## config.mk

```make
export PLATFORM = sky130hd
export DESIGN_NAME = rvsf_ctrl
export DESIGN_NICKNAME = d
export VERILOG_FILES = /design/src/rtl/rvsf_pkg.sv /design/src/rtl/rvsf_ctrl.sv
export SDC_FILE = /design/constraint.sdc
export NUM_CORES = 1
export LEC_CHECK = 0
export BUFFER_PORTS_ARGS = -buffer_cell sky130_fd_sc_hd__buf_2
export CAP_MARGIN = 5
export CORE_AREA = 2 2 39 41
export DETAILED_ROUTE_END_ITERATION = 7
export DIE_AREA = 0 0 41 43
export PLACE_DENSITY_LB_ADDON = 0.05
export RECOVER_POWER = 100
export SYNTH_ARGS = -nofsm -noshare
export SYNTH_HDL_FRONTEND = slang
export SYNTH_SLANG_ARGS = --single-unit
```

## constraint.sdc

```tcl
create_clock -name clk -period 0.8 [get_ports clk]
set_input_delay 0.16 -clock clk [delete_from_list [all_inputs] [get_ports clk]]
set_output_delay 0.16 -clock clk [all_outputs]
set_load 0.05 [all_outputs]
```

## src/rtl/rvsf_pkg.sv

```systemverilog
package rvsf_pkg;

  localparam int ENTRIES = 2048;
  localparam int ADDR_W  = $clog2(ENTRIES);
  localparam int WORD_W  = 9;
  localparam int COUNT_W = 12;
  localparam int CFG_W   = 8;
  localparam int CFG_IDX_W = 1;

  localparam logic [COUNT_W-1:0] COUNT_MAX = {COUNT_W{1'b1}};

  localparam logic [CFG_IDX_W-1:0] REG_COMPARE_MODE = 1'd0;
  localparam logic [CFG_IDX_W-1:0] REG_TARGET_VALUE = 1'd1;

  localparam logic CMD_CAPTURE = 1'b0;
  localparam logic CMD_FILTER  = 1'b1;

  typedef enum logic [2:0] {
    CMP_LOWER     = 3'd0,
    CMP_HIGHER    = 3'd1,
    CMP_IDENTICAL = 3'd2,
    CMP_DIFFERENT = 3'd3,
    CMP_TARGET    = 3'd4
  } cmp_mode_t;

  typedef enum logic [1:0] {
    ST_CLEAR,
    ST_IDLE,
    ST_EXEC
  } state_t;

  typedef struct packed {
    logic        cmd;
    logic [10:0] address;
    logic [7:0]  current_byte;
    logic        pass_end;
  } in_item_t;

  typedef struct packed {
    logic               survives;
    logic [7:0]         previous_byte;
    logic [COUNT_W-1:0] pass_count;
    logic               last_of_pass;
  } out_item_t;

  typedef struct packed {
    logic clear_en;
    logic accept;
    logic exec;
  } dp_cmd_t;

  typedef struct packed {
    logic clear_last;
  } dp_status_t;

endpackage

```

## src/rtl/rvsf_ctrl.sv

```systemverilog
module rvsf_ctrl (
  input  logic               clk,
  input  logic               rst_n,
  input  logic               in_valid,
  output logic               in_stall,
  output logic               out_valid,
  input  logic               out_stall,
  input  rvsf_pkg::dp_status_t status,
  output rvsf_pkg::dp_cmd_t    cmd
);
  import rvsf_pkg::*;

  state_t state_r, state_nxt;
  logic   out_valid_r, out_valid_nxt;

  always_ff @(posedge clk) begin
    if (!rst_n) begin
      state_r     <= ST_CLEAR;
      out_valid_r <= 1'b0;
    end else begin
      state_r     <= state_nxt;
      out_valid_r <= out_valid_nxt;
    end
  end

  always_comb begin
    state_nxt     = state_r;
    out_valid_nxt = out_valid_r & out_stall;
    cmd           = '0;
    in_stall      = 1'b1;
    case (state_r)
      ST_CLEAR: begin
        cmd.clear_en = 1'b1;
        if (status.clear_last) state_nxt = ST_IDLE;
      end
      ST_IDLE: begin
        in_stall = 1'b0;
        if (in_valid) begin
          cmd.accept = 1'b1;
          state_nxt  = ST_EXEC;
        end
      end
      ST_EXEC: begin
        if (!out_valid_r || !out_stall) begin
          cmd.exec      = 1'b1;
          out_valid_nxt = 1'b1;
          state_nxt     = ST_IDLE;
        end
      end
      default: begin
        state_nxt = ST_CLEAR;
      end
    endcase
  end

  assign out_valid = out_valid_r;

endmodule

```

==> reports/results.tsv <==
stage	metric	value	unit
clocking	clock-root-buffer	clkbuf_4	
floorplan	core	1380	sq um
synthesis	synth_seq_cells	3	
sta	setup_slack	-0.363	ns
sta	fin_skew	0.0000859	ns
synthesis	synth_top_area_share	44.0	%
power	power_frac_clock	41.0	%
power	seqPwrFrac	26.2	%
finish	drive_above_1_share	76.5	%
run_status	violations	negative setup slack	
routing	num_vias	172	
power	intPower	0.000441	W
clocking	numCtsBuffers	3	
placed_design	place_congestion	0.613	
clocking	cts_tree	built	
setup_path	critPathCaptureType	output port	
setup_path	crit_type	register to output port	
sta	relSlewSlack	88.9	%
sta	setup_viol	7	
sta	slew_violations	0	
placed_design	port_buffers	9	
power	peakVddDrop	0.504	mV
synthesis	ys_top_cells_by_count	dfxtp_1 (3), nor2_1 (3), nand2b_1 (2), o21a_1 (2)	
synthesis	synth_area	136	sq um
synthesis	synth-adder-area-share	0	%
global_route	grt_pass1_wl	648	microns
synthesis	synth_top_family_by_area	compound AO/OA/AOI/OAI gates	
sta	hold_viol_final	0	
run_status	status	complete, but fails checks	
synthesis	synth.distinct_cells	10	
power	p_sw	0.000197	W
finish	final_nets	40	
synthesis	synth.mux.area_fraction	0	%
routing	totalWireLength	377	microns
run	maxCapViolations	0	
setup_path	start_kind	register	
synthesis	ys_async_sr_fraction	0	%
floorplan	pin_count	10	
routing	drc	0	
routing	routedWlPerCell	7.54	microns
clocking	hold_buffers	0	
floorplan	start_util	9.86	%
clocking	htree_num_levels	1	
floorplan	dieArea	1760	sq um
synthesis	synthCells	16	
global_route	grt.busiest_layer	met2	
setup_path	cp.required	0.64	ns
min_path	hp-class	input pin to register	
min_path	hold_path_startpoint	rst_n	
power	switching_share	30.9	%
clocking	cts_sinks	3	
synthesis	avgSynthCellArea	8.52	sq um
placed_design	pre_cts_slack	-0.217	ns
global_route	grt_max_degree	4	
setup_path	cp_max_fo	3	
synthesis	synth-compound-area-share	28.4	%
routing	first_pass_iters	3	
synthesis	dominantRegCellSynth	dfxtp_1	
power	powerDensity	1750	nW/um^2
synthesis	synth_edf_count	0	
global_route	use_met2	7.81	%
routing	via_per_inst	3.44	
setup_path	worstSetupStartpoint	state_r[0]	
synthesis	synth_warnings	0	
sta	max_slew.worst_pin.slew	0.167	ns
synthesis	ys_seq_area_share	44.0	%
sta	holdWs	0.168	ns
finish	area_growth	167	%
global_route	antenna_found_initial	0	
floorplan	die_width	41	microns
synthesis	yosys-top-cells-area	dfxtp_1 (44%), o21a_1 (11%), nand2b_1 (9.2%)	
clocking	clk_latency	0.23	ns
sta	period_needed	1.16	ns
clocking	clock_path_buffers	2	
floorplan	num_rows	14	
synthesis	synthXorXnorAreaFrac	0	%
routing	drt_iter0_markers	6	
synthesis	synth.net_count	21	
finish	diodes	0	
setup_path	arrival	1.00	ns
global_route	grt_util_met1	6.39	%
finish	nFillCells	159	
synthesis	synthSimpleGateAreaFrac	24.8	%
clocking	clkSlewWorstSetupHoldPaths	0.04	ns
routing	ant_nets	0	
power	p_comb_share	32.8	%
synthesis	yosysTopAreaCell	dfxtp_1	
setup_path	reg2reg_from	state_r[0]	
sta	min_period_over_period	145	%
sta	max_freq	860	MHz
global_route	grt_pass1_vias	189	
power	p_leak	0.154	nW
global_route	grtUsageTotal	6.01	%
global_route	use_met3	3.14	%
floorplan	die_y	43	microns
global_route	grt_overflow	0	
sta	rsz0062_at_grt	yes	
-- state kept, by name, summed over array words and instances, names as in the netlist --
register   cells
out_valid      1
state_r        2
-- routing by layer --
metal / routed length (microns) / up-vias
met2: 213 / 3
met5: 0 / -
met4: 0 / 0
met1: 139 / 79
li1: - / 90
met3: 24 / 0
-- cell type report --
type | instances | area, sq um | area share [%]
clock buffers | 4 | 26.3 | 7.22
inverters | 1 | 3.75 | 1.03
multi-input cells | 12 | 113 | 30.9
flip-flops and latches | 3 | 68.8 | 18.9
well taps | 16 | 20.0 | 5.50
repair buffers | 14 | 133 | 36.4
-- path summary, 6_finish.rpt --
path                              endpoint  slack [ns]  cells after the start
worst min-delay path            state_r[1]        0.17                      2
worst max-delay path                cmd[0]       -0.36                      3
worst min register to register   out_valid        0.53                      2
worst max register to register  state_r[0]       -0.15                      4
-- logic make-up after synthesis --
group / count (synthesis)
buffers and inverters: 1
and+or+nand+nor: 7
AOI/OAI and AO/OA: 5
DFF: 3
-- power groups by stage --
| stage | combinational, W | sequential, W | clock [W] |
|---|---|---|---|
| after global placement | 0.000165 | 0.000175 | 0 |
| after floorplan | 0.000102 | 0.000181 | 0 |
| after detailed placement | 0.000166 | 0.000174 | 0 |
| after global routing | 0.000220 | 0.000169 | 0.000292 |
| final | 0.000209 | 0.000167 | 0.000261 |
| after CTS | 0.000209 | 0.000168 | 0.000281 |
-- timing repair --
action	CTS	global route
endpoints found under the setup margin	8	8
resized for setup	18	1
pin swaps	4	0
setup buffers	1	0
-- placed cells by master (no fill, tap or decap) --
master / instances
buf_4: 3
a21boi_1: 1
clkbuf_1: 1
nand2_1: 1
clkbuf_4: 3
inv_1: 1
buf_8: 3
nand2b_4: 2
a211oi_2: 1
a21oi_4: 1
buf_2: 4
nor2_1: 2
dfxtp_4: 2
o21a_1: 2
dfxtp_2: 1
buf_6: 4
nor2_4: 2
-- critical path, cell delays in order, from the launching register on --
cell,delay [ns]
dfxtp_2,0.33
nand2b_4,0.15
a21oi_4,0.12
buf_6,0.17
-- per-stage QoR --
step	std cells	power (W)	area (sq um)	setup TNS (ns)	utilization, %
floorplan	16	0.000283	170	-1.05	-
global placement	46	0.000340	273	-1.07	19.7
detailed placement	46	0.000340	273	-1.01	19.7
CTS	50	0.000658	360	-1.76	26.0
global route	50	0.000681	364	-1.93	26.3
finish	50	0.000638	364	-1.65	26.3
(Power assumes the default switching activity.)
